## src/sv/stt_pkg.sv

```systemverilog
// ----------------------------------------------------------------------------
// stt_pkg
// Shared constants, codes and controller/datapath interface types for the
// signal timeout timer bank.
// ----------------------------------------------------------------------------
package stt_pkg;

	localparam int CHANNELS = 16;
	localparam int IDX_W    = (CHANNELS > 1) ? $clog2(CHANNELS) : 1;
	localparam int CNT_W    = $clog2(CHANNELS + 1);
	localparam int TIME_W   = 32;
	localparam int CH_W     = 4;

	typedef enum logic [1:0] {
		MODE_FIRE  = 2'd0,
		MODE_CLEAR = 2'd1,
		MODE_TICK  = 2'd2,
		MODE_NONE  = 2'd3
	} mode_t;

	typedef enum logic [1:0] {
		KIND_STATUS   = 2'd0,
		KIND_CLEARED  = 2'd1,
		KIND_TIMEOUT  = 2'd2,
		KIND_PROGRESS = 2'd3
	} kind_t;

	// one timer record as held in the channel RAM
	typedef struct packed {
		logic [TIME_W-1:0] start;
		logic [TIME_W-1:0] limit;
		logic              prog;
		logic              notice;
	} chan_rec_t;

	localparam int REC_W = $bits(chan_rec_t);

	// controller -> datapath
	typedef struct packed {
		logic             cap;     // capture input request
		logic             look;    // read record of addressed channel
		logic             drop;    // fire/clear update, optional cleared event
		logic             rd_en;   // scan read
		logic [IDX_W-1:0] rd_idx;
		logic             ev_go;   // consume scan evaluation stage
		logic [IDX_W-1:0] ev_idx;
		logic             stat;    // load status result
	} cmd_t;

	// datapath -> controller
	typedef struct packed {
		mode_t mode;
		logic  drop_emit;
		logic  ev_emit;
		logic  out_free;
	} sts_t;

endpackage

```

## src/sv/signal_timeout_timer_bank_core.sv

```systemverilog
// ----------------------------------------------------------------------------
// signal_timeout_timer_bank_core
// Bank of one-shot signal timers with fire, clear and tick-scan requests;
// every request ends with a status result.
// ----------------------------------------------------------------------------
//
//  channel  | handshake             | carries
//  ---------+-----------------------+--------------------------------------
//  in       | in_valid / in_ready   | mode, channel, timeout_ms, now_ms, flags
//  out      | out_valid / out_ready | kind, event fields, status bits, last
//  cfg      | cfg_we (no wait)      | cfg_wdata -> clear_notify_enable
//
//  Sequencing: one request at a time. Fire, clear and unused modes go through
//  accept, record lookup, update and status. A tick adds a scan before status:
//  the scan reads one channel record per cycle from the single RAM read port,
//  unless a held result stalls it, pipelined one stage ahead of its evaluation,
//  then drains the evaluation stage and leaves the scan.
//  Reset: armed bits cleared at once, clear_notify_enable set; no clearing
//  pass, record contents are only used while armed.
//  Stalls: results go through one output register; a held result freezes the
//  status step, and an update or scan step with a result to place, until out_ready frees it.
//
// Structure:
//  stt_ctrl  - sequencer (idle, lookup, fire/clear update, scan, status)
//  stt_dp    - request registers, record RAM, armed bits, result register
//  stt_ram   - channel record store, registered read
//
module signal_timeout_timer_bank_core (
	input  logic                       clk,
	input  logic                       arst_n,
	input  logic                       cfg_we,
	input  logic                       cfg_wdata,
	input  logic                       in_valid,
	output logic                       in_ready,
	input  logic [1:0]                 mode,
	input  logic [stt_pkg::CH_W-1:0]   channel,
	input  logic [stt_pkg::TIME_W-1:0] timeout_ms,
	input  logic [stt_pkg::TIME_W-1:0] now_ms,
	input  logic                       want_progress,
	input  logic                       want_timeout_notice,
	output logic                       out_valid,
	input  logic                       out_ready,
	output logic [1:0]                 kind,
	output logic [stt_pkg::CH_W-1:0]   event_channel,
	output logic [stt_pkg::TIME_W-1:0] event_timeout,
	output logic [stt_pkg::TIME_W-1:0] elapsed_ms,
	output logic                       is_armed,
	output logic                       any_armed,
	output logic                       any_armed_except,
	output logic                       last
);

	import stt_pkg::*;

	cmd_t cmd;
	sts_t sts;

	// sequencer: one request in flight
	stt_ctrl u_ctrl (
		.clk      (clk),
		.arst_n   (arst_n),
		.in_valid (in_valid),
		.in_ready (in_ready),
		.sts      (sts),
		.cmd      (cmd)
	);

	// datapath: timer state and result formatting
	stt_dp u_dp (
		.clk                 (clk),
		.arst_n              (arst_n),
		.cmd                 (cmd),
		.sts                 (sts),
		.cfg_we              (cfg_we),
		.cfg_wdata           (cfg_wdata),
		.mode                (mode),
		.channel             (channel),
		.timeout_ms          (timeout_ms),
		.now_ms              (now_ms),
		.want_progress       (want_progress),
		.want_timeout_notice (want_timeout_notice),
		.out_ready           (out_ready),
		.out_valid           (out_valid),
		.kind                (kind),
		.event_channel       (event_channel),
		.event_timeout       (event_timeout),
		.elapsed_ms          (elapsed_ms),
		.is_armed            (is_armed),
		.any_armed           (any_armed),
		.any_armed_except    (any_armed_except),
		.last                (last)
	);

	// a held result is never overwritten by status
	a_stat_no_overwrite: assert property (@(posedge clk) disable iff (!arst_n)
		(out_valid && !out_ready) |-> !cmd.stat)
		else $error("status loaded over a pending result");

	// a held result is never overwritten by a scan event
	a_scan_no_overwrite: assert property (@(posedge clk) disable iff (!arst_n)
		(out_valid && !out_ready && cmd.ev_go) |-> !sts.ev_emit)
		else $error("scan event loaded over a pending result");

	// status load presents a final result next cycle
	a_stat_is_last: assert property (@(posedge clk) disable iff (!arst_n)
		cmd.stat |=> (out_valid && last))
		else $error("status result missing or not marked last");

	// only one request in flight
	a_one_request: assert property (@(posedge clk) disable iff (!arst_n)
		(in_valid && in_ready) |=> !in_ready)
		else $error("second request accepted while busy");

endmodule

```

## src/sv/stt_ram.sv

```systemverilog
// ----------------------------------------------------------------------------
// stt_ram
// Generic single-port-write, single-port-read RAM with registered read data.
// ----------------------------------------------------------------------------
module stt_ram #(
	parameter int WIDTH = 8,
	parameter int DEPTH = 16,
	parameter int AW    = (DEPTH > 1) ? $clog2(DEPTH) : 1
) (
	input  logic             clk,
	input  logic             we,
	input  logic [AW-1:0]    waddr,
	input  logic [WIDTH-1:0] wdata,
	input  logic             re,
	input  logic [AW-1:0]    raddr,
	output logic [WIDTH-1:0] rdata
);

	logic [WIDTH-1:0] mem [DEPTH];
	logic [WIDTH-1:0] rdata_q;

	always_ff @(posedge clk) begin
		if (we) begin
			mem[waddr] <= wdata;
		end
		if (re) begin
			rdata_q <= mem[raddr];
		end
	end

	assign rdata = rdata_q;

endmodule

```

## src/sv/stt_dp.sv

```systemverilog
// ----------------------------------------------------------------------------
// stt_dp
// Datapath: request registers, channel record RAM, armed bits, scan
// evaluation and the result output register.
// ----------------------------------------------------------------------------
module stt_dp (
	input  logic                       clk,
	input  logic                       arst_n,
	input  stt_pkg::cmd_t              cmd,
	output stt_pkg::sts_t              sts,
	input  logic                       cfg_we,
	input  logic                       cfg_wdata,
	input  logic [1:0]                 mode,
	input  logic [stt_pkg::CH_W-1:0]   channel,
	input  logic [stt_pkg::TIME_W-1:0] timeout_ms,
	input  logic [stt_pkg::TIME_W-1:0] now_ms,
	input  logic                       want_progress,
	input  logic                       want_timeout_notice,
	input  logic                       out_ready,
	output logic                       out_valid,
	output logic [1:0]                 kind,
	output logic [stt_pkg::CH_W-1:0]   event_channel,
	output logic [stt_pkg::TIME_W-1:0] event_timeout,
	output logic [stt_pkg::TIME_W-1:0] elapsed_ms,
	output logic                       is_armed,
	output logic                       any_armed,
	output logic                       any_armed_except,
	output logic                       last
);

	import stt_pkg::*;

	// request registers
	mode_t             mode_q;
	logic [CH_W-1:0]   channel_q;
	logic [TIME_W-1:0] tmo_q;
	logic [TIME_W-1:0] now_q;
	logic              wp_q;
	logic              wn_q;

	logic              cne_q;
	logic [CHANNELS-1:0] armed_q;
	logic [CHANNELS-1:0] nz_q;
	logic [TIME_W-1:0] lim_ch_q;

	logic              out_valid_q;
	kind_t             kind_q;
	logic [CH_W-1:0]   ev_ch_q;
	logic [TIME_W-1:0] ev_tmo_q;
	logic [TIME_W-1:0] el_q;
	logic              ia_q;
	logic              aa_q;
	logic              ae_q;
	logic              last_q;

	logic              ch_ok;
	logic [IDX_W-1:0]  ch_idx;
	logic              is_fc;
	logic              clr_hit;
	logic              ram_we;
	logic              ram_re;
	logic [IDX_W-1:0]  ram_raddr;
	chan_rec_t         wr_rec;
	chan_rec_t         rd_rec;
	logic [REC_W-1:0]  rd_raw;
	logic [TIME_W-1:0] ev_el;
	logic              ev_armed;
	logic              ev_expire;
	logic              ev_emit;
	logic              ld_drop;
	logic              ld_ev;
	logic              st_ia;
	logic              st_aa;
	logic              st_ae;

	assign ch_ok   = 32'(channel_q) < 32'(CHANNELS);
	assign ch_idx  = IDX_W'(channel_q);
	assign is_fc   = (mode_q == MODE_FIRE) || (mode_q == MODE_CLEAR);
	assign clr_hit = is_fc && ch_ok && armed_q[ch_idx];

	// record RAM
	assign ram_we    = cmd.drop && (mode_q == MODE_FIRE) && ch_ok;
	assign ram_re    = cmd.look || cmd.rd_en;
	assign ram_raddr = cmd.look ? ch_idx : cmd.rd_idx;
	assign wr_rec    = '{start: now_q, limit: tmo_q, prog: wp_q, notice: wn_q};
	assign rd_rec    = chan_rec_t'(rd_raw);

	stt_ram #(
		.WIDTH (REC_W),
		.DEPTH (CHANNELS)
	) u_ram (
		.clk   (clk),
		.we    (ram_we),
		.waddr (ch_idx),
		.wdata (REC_W'(wr_rec)),
		.re    (ram_re),
		.raddr (ram_raddr),
		.rdata (rd_raw)
	);

	// scan evaluation of the record held in the RAM read register
	assign ev_el     = now_q - rd_rec.start;
	assign ev_armed  = armed_q[cmd.ev_idx];
	assign ev_expire = ev_armed && (rd_rec.limit != '0) && (rd_rec.limit <= ev_el);
	assign ev_emit   = ev_armed && (ev_expire ? rd_rec.notice : rd_rec.prog);

	assign ld_drop = cmd.drop && clr_hit && cne_q;
	assign ld_ev   = cmd.ev_go && ev_emit;

	// status queries
	always_comb begin
		st_aa = 1'b0;
		st_ae = 1'b0;
		for (int i = 0; i < CHANNELS; i++) begin
			if (armed_q[i] && nz_q[i]) begin
				st_aa = 1'b1;
				if (!(ch_ok && (IDX_W'(i) == ch_idx))) begin
					st_ae = 1'b1;
				end
			end
		end
	end
	assign st_ia = ch_ok && armed_q[ch_idx];

	assign sts.mode      = mode_q;
	assign sts.drop_emit = clr_hit && cne_q;
	assign sts.ev_emit   = ev_emit;
	assign sts.out_free  = !out_valid_q || out_ready;

	// request capture and per-item payload
	always_ff @(posedge clk) begin
		if (cmd.cap) begin
			mode_q    <= mode_t'(mode);
			channel_q <= channel;
			tmo_q     <= timeout_ms;
			now_q     <= now_ms;
			wp_q      <= want_progress;
			wn_q      <= want_timeout_notice;
		end
		if (cmd.drop) begin
			lim_ch_q <= (mode_q == MODE_FIRE) ? tmo_q : rd_rec.limit;
		end
		if (ram_we) begin
			nz_q[ch_idx] <= (tmo_q != '0);
		end
	end

	// control state
	always_ff @(posedge clk or negedge arst_n) begin
		if (!arst_n) begin
			cne_q       <= 1'b1;
			armed_q     <= '0;
			out_valid_q <= 1'b0;
		end else begin
			if (cfg_we) begin
				cne_q <= cfg_wdata;
			end
			// fire re-arms the channel it may have just cleared
			if (ram_we) begin
				armed_q[ch_idx] <= 1'b1;
			end else if (cmd.drop && clr_hit) begin
				armed_q[ch_idx] <= 1'b0;
			end
			if (cmd.ev_go && ev_expire) begin
				armed_q[cmd.ev_idx] <= 1'b0;
			end
			if (ld_drop || ld_ev || cmd.stat) begin
				out_valid_q <= 1'b1;
			end else if (out_ready) begin
				out_valid_q <= 1'b0;
			end
		end
	end

	// result register
	always_ff @(posedge clk) begin
		if (ld_drop) begin
			kind_q   <= KIND_CLEARED;
			ev_ch_q  <= channel_q;
			ev_tmo_q <= rd_rec.limit;
			el_q     <= '0;
			ia_q     <= 1'b0;
			aa_q     <= 1'b0;
			ae_q     <= 1'b0;
			last_q   <= 1'b0;
		end else if (ld_ev) begin
			kind_q   <= ev_expire ? KIND_TIMEOUT : KIND_PROGRESS;
			ev_ch_q  <= CH_W'(cmd.ev_idx);
			ev_tmo_q <= rd_rec.limit;
			el_q     <= ev_el;
			ia_q     <= 1'b0;
			aa_q     <= 1'b0;
			ae_q     <= 1'b0;
			last_q   <= 1'b0;
		end else if (cmd.stat) begin
			kind_q   <= KIND_STATUS;
			ev_ch_q  <= channel_q;
			ev_tmo_q <= st_ia ? lim_ch_q : '0;
			el_q     <= '0;
			ia_q     <= st_ia;
			aa_q     <= st_aa;
			ae_q     <= st_ae;
			last_q   <= 1'b1;
		end
	end

	assign out_valid        = out_valid_q;
	assign kind             = kind_q;
	assign event_channel    = ev_ch_q;
	assign event_timeout    = ev_tmo_q;
	assign elapsed_ms       = el_q;
	assign is_armed         = ia_q;
	assign any_armed        = aa_q;
	assign any_armed_except = ae_q;
	assign last             = last_q;

endmodule

```

## src/sv/stt_ctrl.sv

```systemverilog
// ----------------------------------------------------------------------------
// stt_ctrl
// Controller: sequences lookup, fire/clear update, channel scan and status,
// and stalls on a full result register.
// ----------------------------------------------------------------------------
module stt_ctrl (
	input  logic          clk,
	input  logic          arst_n,
	input  logic          in_valid,
	output logic          in_ready,
	input  stt_pkg::sts_t sts,
	output stt_pkg::cmd_t cmd
);

	import stt_pkg::*;

	typedef enum logic [2:0] {
		S_IDLE,
		S_LOOK,
		S_DROP,
		S_SCAN,
		S_STAT
	} state_t;

	state_t           state_q;
	logic [CNT_W-1:0] rd_idx_q;
	logic             ev_vld_s1;
	logic [IDX_W-1:0] ev_idx_s1;
	logic             stall;

	// evaluation stage holds while its result cannot be placed
	assign stall = ev_vld_s1 && sts.ev_emit && !sts.out_free;

	always_comb begin
		cmd        = '0;
		cmd.rd_idx = rd_idx_q[IDX_W-1:0];
		cmd.ev_idx = ev_idx_s1;
		in_ready   = (state_q == S_IDLE);
		unique case (state_q)
			S_IDLE: cmd.cap  = in_valid;
			S_LOOK: cmd.look = 1'b1;
			S_DROP: cmd.drop = !sts.drop_emit || sts.out_free;
			S_SCAN: begin
				if (!stall) begin
					cmd.ev_go = ev_vld_s1;
					cmd.rd_en = rd_idx_q < CNT_W'(CHANNELS);
				end
			end
			S_STAT: cmd.stat = sts.out_free;
			default: cmd = '0;
		endcase
	end

	always_ff @(posedge clk or negedge arst_n) begin
		if (!arst_n) begin
			state_q   <= S_IDLE;
			rd_idx_q  <= '0;
			ev_vld_s1 <= 1'b0;
			ev_idx_s1 <= '0;
		end else begin
			unique case (state_q)
				S_IDLE: begin
					if (in_valid) begin
						state_q <= S_LOOK;
					end
				end
				S_LOOK: state_q <= S_DROP;
				S_DROP: begin
					if (cmd.drop) begin
						rd_idx_q  <= '0;
						ev_vld_s1 <= 1'b0;
						state_q   <= (sts.mode == MODE_TICK) ? S_SCAN : S_STAT;
					end
				end
				S_SCAN: begin
					if (!stall) begin
						ev_vld_s1 <= cmd.rd_en;
						ev_idx_s1 <= rd_idx_q[IDX_W-1:0];
						if (cmd.rd_en) begin
							rd_idx_q <= rd_idx_q + CNT_W'(1);
						end
						if (!cmd.rd_en && !ev_vld_s1) begin
							state_q <= S_STAT;
						end
					end
				end
				S_STAT: begin
					if (cmd.stat) begin
						state_q <= S_IDLE;
					end
				end
				default: state_q <= S_IDLE;
			endcase
		end
	end

endmodule

```

## config.mk

```make
export PLATFORM = sky130hd
export DESIGN_NAME = signal_timeout_timer_bank_core
export DESIGN_NICKNAME = d
export VERILOG_FILES = /design/src/sv/stt_pkg.sv /design/src/sv/signal_timeout_timer_bank_core.sv /design/src/sv/stt_ram.sv /design/src/sv/stt_dp.sv /design/src/sv/stt_ctrl.sv
export SDC_FILE = /design/constraint.sdc
export NUM_CORES = 1
export LEC_CHECK = 0
export ABC_AREA = 0
export BUFFER_PORTS_ARGS = -buffer_cell sky130_fd_sc_hd__buf_2
export CORE_ASPECT_RATIO = 1.1
export CORE_MARGIN = 2
export CORE_UTILIZATION = 55
export CTS_CLUSTER_DIAMETER = 80
export DETAILED_ROUTE_END_ITERATION = 8
export PLACE_DENSITY_LB_ADDON = 0.1
export SKIP_CTS_REPAIR_TIMING = 1
export SYNTH_ARGS = -nofsm -noshare
export SYNTH_HDL_FRONTEND = slang
export SYNTH_SLANG_ARGS = --single-unit
```

## constraint.sdc

```tcl
create_clock -name clk -period 16.1 [get_ports clk]
set_input_delay 1.61 -clock clk [delete_from_list [all_inputs] [get_ports clk]]
set_output_delay 1.61 -clock clk [all_outputs]
set_load 0.01 [all_outputs]
```

**After elaboration in Yosys (flattened, before gate mapping)**

Memories as Yosys holds them, arrays and structs flattened. A register that Yosys moved wholly into a read port is not among the register bits.
Index checks and enable logic that the tools add are counted.

- Bits in registers: 225
- RAM bits: 1056
- Output and inout port bits: 76
- Memories kept: 1

- Add/sub/neg operators: 2
- Order comparisons: 6
- Equal/unequal tests: 27
- Multiplexer cells: 103
- Bitwise gates (word level): 6
- Reductions and logical operators: 57

Memories:

| name | depth | width | read ports | clocked after memory_dff | wr ports | RTL line | source |
|---|---|---|---|---|---|---|---|
| u_dp.u_ram.mem | 16 | 66 | 1 | 1 | 1 | stt_ram.sv:19 | `logic [WIDTH-1:0] mem [DEPTH];` |

Operator list:

| kind | number |
|---|---|
| $mux 32 | 7 |
| $mux 1 | 68 |
| $reduce_bool 32->1 | 2 |
| $mux 16 | 3 |
| $and 16x16->16 | 2 |
| $eq 4x4->1 const A | 8 |
| $le 32x32->1 | 1 |
| $not 16->16 | 2 |
| $sub 32x32->32 | 1 |
| $logic_and 1x1->1 | 31 |
| $mux 4 | 6 |
| $mux 3 | 6 |
| $bwmux 16 | 1 |
| $eq 3x4->1 const A | 4 |
| $or 16x16->16 | 1 |
| $mux 5 | 3 |
| $pmux 3 s5 | 1 |
| $lt 4x5->1 const B | 2 |
| $pmux 5 s2 | 1 |
| $bmux 1 s4 | 2 |
| $demux 1 s4 | 2 |
| $eq 2x4->1 const A | 2 |
| $ge 4x1->1 const B | 2 |
| $ne 2x1->1 const B | 4 |
| 25 further kinds | 39 |

**Longest topological paths before layout**

- Depth after elaboration: 33
- Mapped depth: 24

**Hierarchy**

From an unflattened synthesis, not the netlist that was laid out.

- Cell total of the unflattened synthesis: 2737
- Area, all modules: 53466.3 sq um

By module, submodules not included:

| module | instances | cells an instance | area each (sq um) | sequential area each (sq um) |
|---|---|---|---|---|
| stt_ram | 1 | 1698 | 41459.8 | 33692.3 |
| stt_dp | 1 | 966 | 11223.3 | 5896.9 |
| stt_ctrl | 1 | 73 | 783.3 | 325.3 |

**Least setup slack after synthesis**

Ideal clock, no wire load.

- Path kind: register to register
- From: register u_dp.now_q[2]
- To: register u_dp.u_ram.rdata_q[0], in the netlist u_dp.u_ram.rdata[0] (read register of u_dp.u_ram.mem), enable pin
- Data arrival time: 9.427 ns
- Required time: 15.509 ns
- Setup slack: 6.082 ns
- Stages on the path, launching flop included: 19
- Path buffers: 0
- Cells stage by stage: edfxtp_1 > ha_1 > nor2b_1 > o31a_1 > o31ai_1 > a21oi_1 > a2111oi_0 > o21ai_0 > mux2i_1 > and3_1 > ha_1 > nand4_1 > nor4_1 > and2_1 > a31oi_1 > a211oi_1 > mux2_2 > a31o_2 > a21boi_0

- Word-level cells in the longest chain between the ends: 10

RTL lines:

| what | RTL line | source |
|---|---|---|
| start, declared | stt_dp.sv:37 | `logic [TIME_W-1:0] now_q;` |
| start signal, assigned | stt_dp.sv:136 | `now_q <= now_ms;` |
| $sub 32x32->32 | stt_dp.sv:102 | `assign ev_el = now_q - rd_rec.start;` |
| $le 32x32->1 | stt_dp.sv:104 | `assign ev_expire = ev_armed && (rd_rec.limit != '0) && (rd_rec.limit <= ev_el);` |
| $logic_and 1x1->1 | stt_dp.sv:104 |  |
| $mux 1 | stt_dp.sv:105 | `assign ev_emit = ev_armed && (ev_expire ? rd_rec.notice : rd_rec.prog);` |
| $logic_and 1x1->1 | stt_dp.sv:105 |  |
| $logic_and 1x1->1 (2 in a row) | stt_ctrl.sv:32 | `assign stall = ev_vld_s1 && sts.ev_emit && !sts.out_free;` |
| $mux 1 | stt_ctrl.sv:44 | `if (!stall) begin` |
| $mux 1 | stt_ctrl.sv:39 | `unique case (state_q)` |
| $logic_or 1x1->1 | stt_dp.sv:83 | `assign ram_re = cmd.look \|\| cmd.rd_en;` |
| via u_dp.ram_re | stt_dp.sv:61 | `logic ram_re;` |
| end, declared | stt_ram.sv:20 | `logic [WIDTH-1:0] rdata_q;` |

The timed path passes the listed nets, and every way through them passes these cells.
A chain may end at the register's enable or synchronous reset.

**Worst setup path in the final report**

- From: register u_dp.now_q[0]
- To: register u_dp.u_ram.rdata_q[65], in the netlist u_dp.u_ram.rdata[65] (read register of u_dp.u_ram.mem), enable pin

Same word-level chain as after synthesis.

==> results.env <==
SYNTHARSTFLOPSHARE_PCT=2.30
SETUP_VIOL=0
WORSTSETUPSTARTPOINTTYPE='flop'
MET3_LENGTH_MM=11.1
CLKLATENCYLATEPIN_PS=740
COMBINED_AREA_OF_ALL_SYNTHESIZED_CELLS_SQ_MM=0.0549
OUTCOME='finished clean'
POST_SYNTH_EDFFS=1278
DRTANTENNAVIOLNETS=0
POWER_mW=11.5
FLOORPLAN.DIE_AREA_SQ_MM=0.102
SYNTH_CELLS=3949
YOSYS_WARNINGS=0
MAXCLOCKFREQUENCY_MHz=127
PLACEABLECOREAREA_SQ_MM=0.0990
FINAL.HOLD.WORST_SLACK_PS=448
GROUTE.USAGE.OVERALL_PCT=27.3
WORSTPATHCELLLIST='inv_1 > ha_1 > fa_1 > nor2b_1 > o31a_1 > o31ai_1 > a21oi_1 > a2111oi_0 > o21ai_0 > mux2i_1 > and3_1 > ha_1 > nand4_1 > nor4_1 > and2_1 > a31oi_1 > a211oi_1 > mux2_2 > a31o_2 > a21boi_4 > buf_4'
TIMING.FINAL.WS_SETUP_PS=8230
TIMING.CRITICAL_PATH.FANOUT_MAX=66
CTS_INSERTED_BUFFERS=138
CRITPATHBUFINV=2
LAYOUT-DRIVE-GT1-SHARE_PCT=11.7
INITIAL_ANTENNA_VIOLATION_COUNT=4
SLEW_VIOL_FINAL=0
NETS=4196
FLOORPLAN.DIE.HEIGHT_UM=335
NETLIST.TOP_CELL.BY_AREA='edfxtp_1'
CLOCK_INPUT_TRANSITION_AT_THE_SEQUENTIAL_CELLS_OF_THE_WORST_SETUP_AND_HOLD_PATHS_PS=60
TOPROUTINGLAYERUSED='met5'
FINAL.SETUP_SKEW_PS=28.6
FP.DIEW_UM=305
MAXCAPVIOLCOUNT=0
SYNTHESIS.AREA_PER_INSTANCE_SQ_UM=13.9
TRITONCTS='done'
YOSYSSEQAREASHARE_PCT=72.7
POST-ROUTE-UTIL_PCT=61.9
SYNTHESIS.NETS=4092
WORST_IR_DROP_VDD_V=0.000163
FLOW.AREA_GROWTH_FROM_SYNTHESIS_PCT=11.6
FINALSETUPTNS_PS=0
TIMING.HOLD.WORST.CLASS='reg2reg'
FIRST_GLOBAL_VIAS=31900
PERIOD_MINUS_SLACK_PS=7870
ROOT_CELL_OF_THE_CLOCK_TREE='clkbuf_16'
RELSLEWSLACK_PCT=17.1
CRIT_PATH_FREQUENT_CELL='ha_1'
DRT-MET1-WL_MM=59.5
YS_FF_LATCH=1347
TIMING_WORST_SETUP_PATH_TYPE='reg2reg'
WIRELENGTH_MM=141
DRT_ITER0_MARKERS=3904
GP_CONGESTION=0.886
SYNTHDOMINANTCELLAREASHARE_PCT=69.9
GRT_FIRST_PASS_WIRELENGTH_MM=206
DETAIL_ROUTE.VIAS_PER_CELL=6.20
DRTPASS1ITERATIONS=6
GRT_OVERFLOW=0
POST-PLACE-WS_PS=8400
YS_TOP_CELLS_BY_AREA='edfxtp_1, a211oi_1, nand2_1, and2_1, a311oi_1'
POWER_DENSITY_mW_PER_MM2=188
PATH_DELAY_FAMILY='compound AO/OA/AOI/OAI gates'
CRIT_PATH_END_KIND='flop'
STATIC-LEAKAGE-POWER_nW=20.4
CLOCKBUFFERDEPTH=3
MULTI_INPUT_AREA_SQ_MM=0.0139
SYNTH_FLOP_CELL='edfxtp_1'
GRT_START_MAX_NET_PINS=203
ROUTED_WIRE_LENGTH_PER_INSTANCE_UM=25.9
INITIAL_UTILIZATION_PCT=55.4
REQUIRED_PS=16450
PORT_BUFFERS=153
NUM_VIAS=33800
HPWLAFTERDP_MM=77.4
PERIOD_SHARE_PCT=48.9
UNREPAIRED_SETUP_ENDPOINTS_AFTER_GLOBAL_ROUTING='no'
SEQUENTIAL_CELL_AREA_SQ_MM=0.0399
SYNTH.DISTINCT_CELLS=72
WORST-SLEW-PIN-TRANSITION_PS=1240
FP-ROW-COUNT=121
CRITPATHSLOWESTCELL='a211oi_1'
NUMBER_OF_ANTENNA_DIODES=0
N_FILL_CELL=7487
WORST-R2R-SETUP-SLACK_PS=8230
TIMING.CRITICAL_PATH.ARRIVAL_PS=8210
MET2_WIRELENGTH_MM=67.1
FINALHOLDVIOLATIONS=0
HTREE_LEVELS=4
IO-PIN-COUNT=154
PEAK_PER_STAGE_DELAY_ON_THE_CRITICAL_PATH_PS=890
POST-ROUTE-DRC-COUNT=0
CTS.SINK_COUNT=1347
## layer usage
| metal | GRT usage [%] | vias to the layer above |
|---|---|---|
| met2 | 44.2 | 1242 |
| met1 | 38.4 | 17000 |
| met3 | 5.01 | 208 |
| met4 | 7.72 | 2 |
| met5 | 0 | - |
| li1 | - | 15400 |
## kinds of logic after synthesis
kind of cell             Yosys count  synth area share (%)
buffers and inverters            321                  2.27
XOR/XNOR                          26                 0.415
AO/OA/AOI/OAI                    984                  12.1
multiplexers                      50                  1.18
adder cells (fa/ha/maj)           65                  1.50
AND/OR/NAND/NOR                 1156                  9.81
flip-flops                      1347                  72.7
## cells in the mapped netlist, types with 3 or more instances
cell type and instances:
mux2_2 38, a311oi_1 132, ha_1 64, inv_1 55, nand3_1 55, mux4_2 4
o2111ai_1 4, nand4_1 25, mux4_1 3, o211ai_1 3, o31ai_1 5, a211oi_1 336
and2_0 15, or2_2 4, o21bai_1 4, mux2i_1 5, edfxtp_1 1278, buf_2 7
a31o_2 3, dfxtp_1 38, clkbuf_1 246, nand2b_1 13, buf_6 3, a21o_1 11
a2111oi_0 4, nor2b_1 14, and3_1 9, a22oi_1 9, dfrtp_1 30, nand2_1 658
nor4_1 19, nor2_1 62, o21a_1 5, and2_1 253, buf_1 8, nor3_1 13
o21ai_1 15, xor2_1 10, o21ai_0 81, xnor2_1 16, a31oi_1 148, a21oi_1 205
## final timing paths
kind                                             startpoint                          endpoint  cells after the start
setup reg to reg                    u_dp.now_q[0]$_DFFE_PP_    u_dp.u_ram.rdata[65]$_DFFE_PP_                     21
setup / recovery                    u_dp.now_q[0]$_DFFE_PP_    u_dp.u_ram.rdata[65]$_DFFE_PP_                     21
hold / removal             u_dp.elapsed_ms[22]$_SDFFE_PP0P_  u_dp.elapsed_ms[22]$_SDFFE_PP0P_                      2
min in group asynchronous                            arst_n        u_dp.out_valid$_DFFE_PN0P_                      1
max in group asynchronous                            arst_n   u_ctrl.ev_idx_s1[2]$_DFFE_PN0P_                      1
hold reg to reg            u_dp.elapsed_ms[22]$_SDFFE_PP0P_  u_dp.elapsed_ms[22]$_SDFFE_PP0P_                      2
## flip-flops by register name, indices dropped and copies added (netlist names), 2 cells and up
signal	count
u_dp.event_channel	4
u_dp.kind	2
u_dp.event_timeout	32
u_ctrl.ev_idx_s1	4
u_dp.mode_q	2
u_dp.u_ram.mem	1056
u_dp.elapsed_ms	32
u_dp.ch_idx	4
u_ctrl.state_q	3
u_dp.now_q	32
u_dp.u_ram.rdata	66
u_dp.armed_q	16
u_dp.lim_ch_q	32
u_dp.tmo_q	32
u_dp.nz_q	16
u_ctrl.rd_idx_q	5
## cell type report
cell class	count	share of cell area, %
repair buffers	230	2.30
clock buffers	179	6.01
inverters	55	0.337
well taps	1291	2.64
flip-flops and latches	1347	65.2
multi-input cells	2281	22.8
clock inverters	62	0.801
## placed cells by master (no fill, tap or decap), drive strengths merged, types with 64 or more instances in the layout
cell       n
ha        64
buf      230
a311oi   132
and2     268
a211oi   336
o21ai     96
clkbuf   179
a21oi    205
nand2    659
a31oi    148
edfxtp  1278
## through the flow
stage	cells	instance area [sq um]
2_1_floorplan	3949	54900
3_3_place_gp	5204	57100
3_5_place_dp	5204	57100
4_1_cts	5445	61300
5_1_grt	5445	61300
6_report	5445	61300
## tightest hold or removal path, cell delays in order, from the launching register on
cell and delay [ps]:
dfxtp_1 310, nand2_1 50, o21ai_1 50
## where the power goes
part           internal, mW  switching (mW)  total [mW]
sequential             4.36           0.405        4.77
clock                  1.73            1.27        3.00
combinational          1.22            2.52        3.74
(Power assumes the default switching activity.)
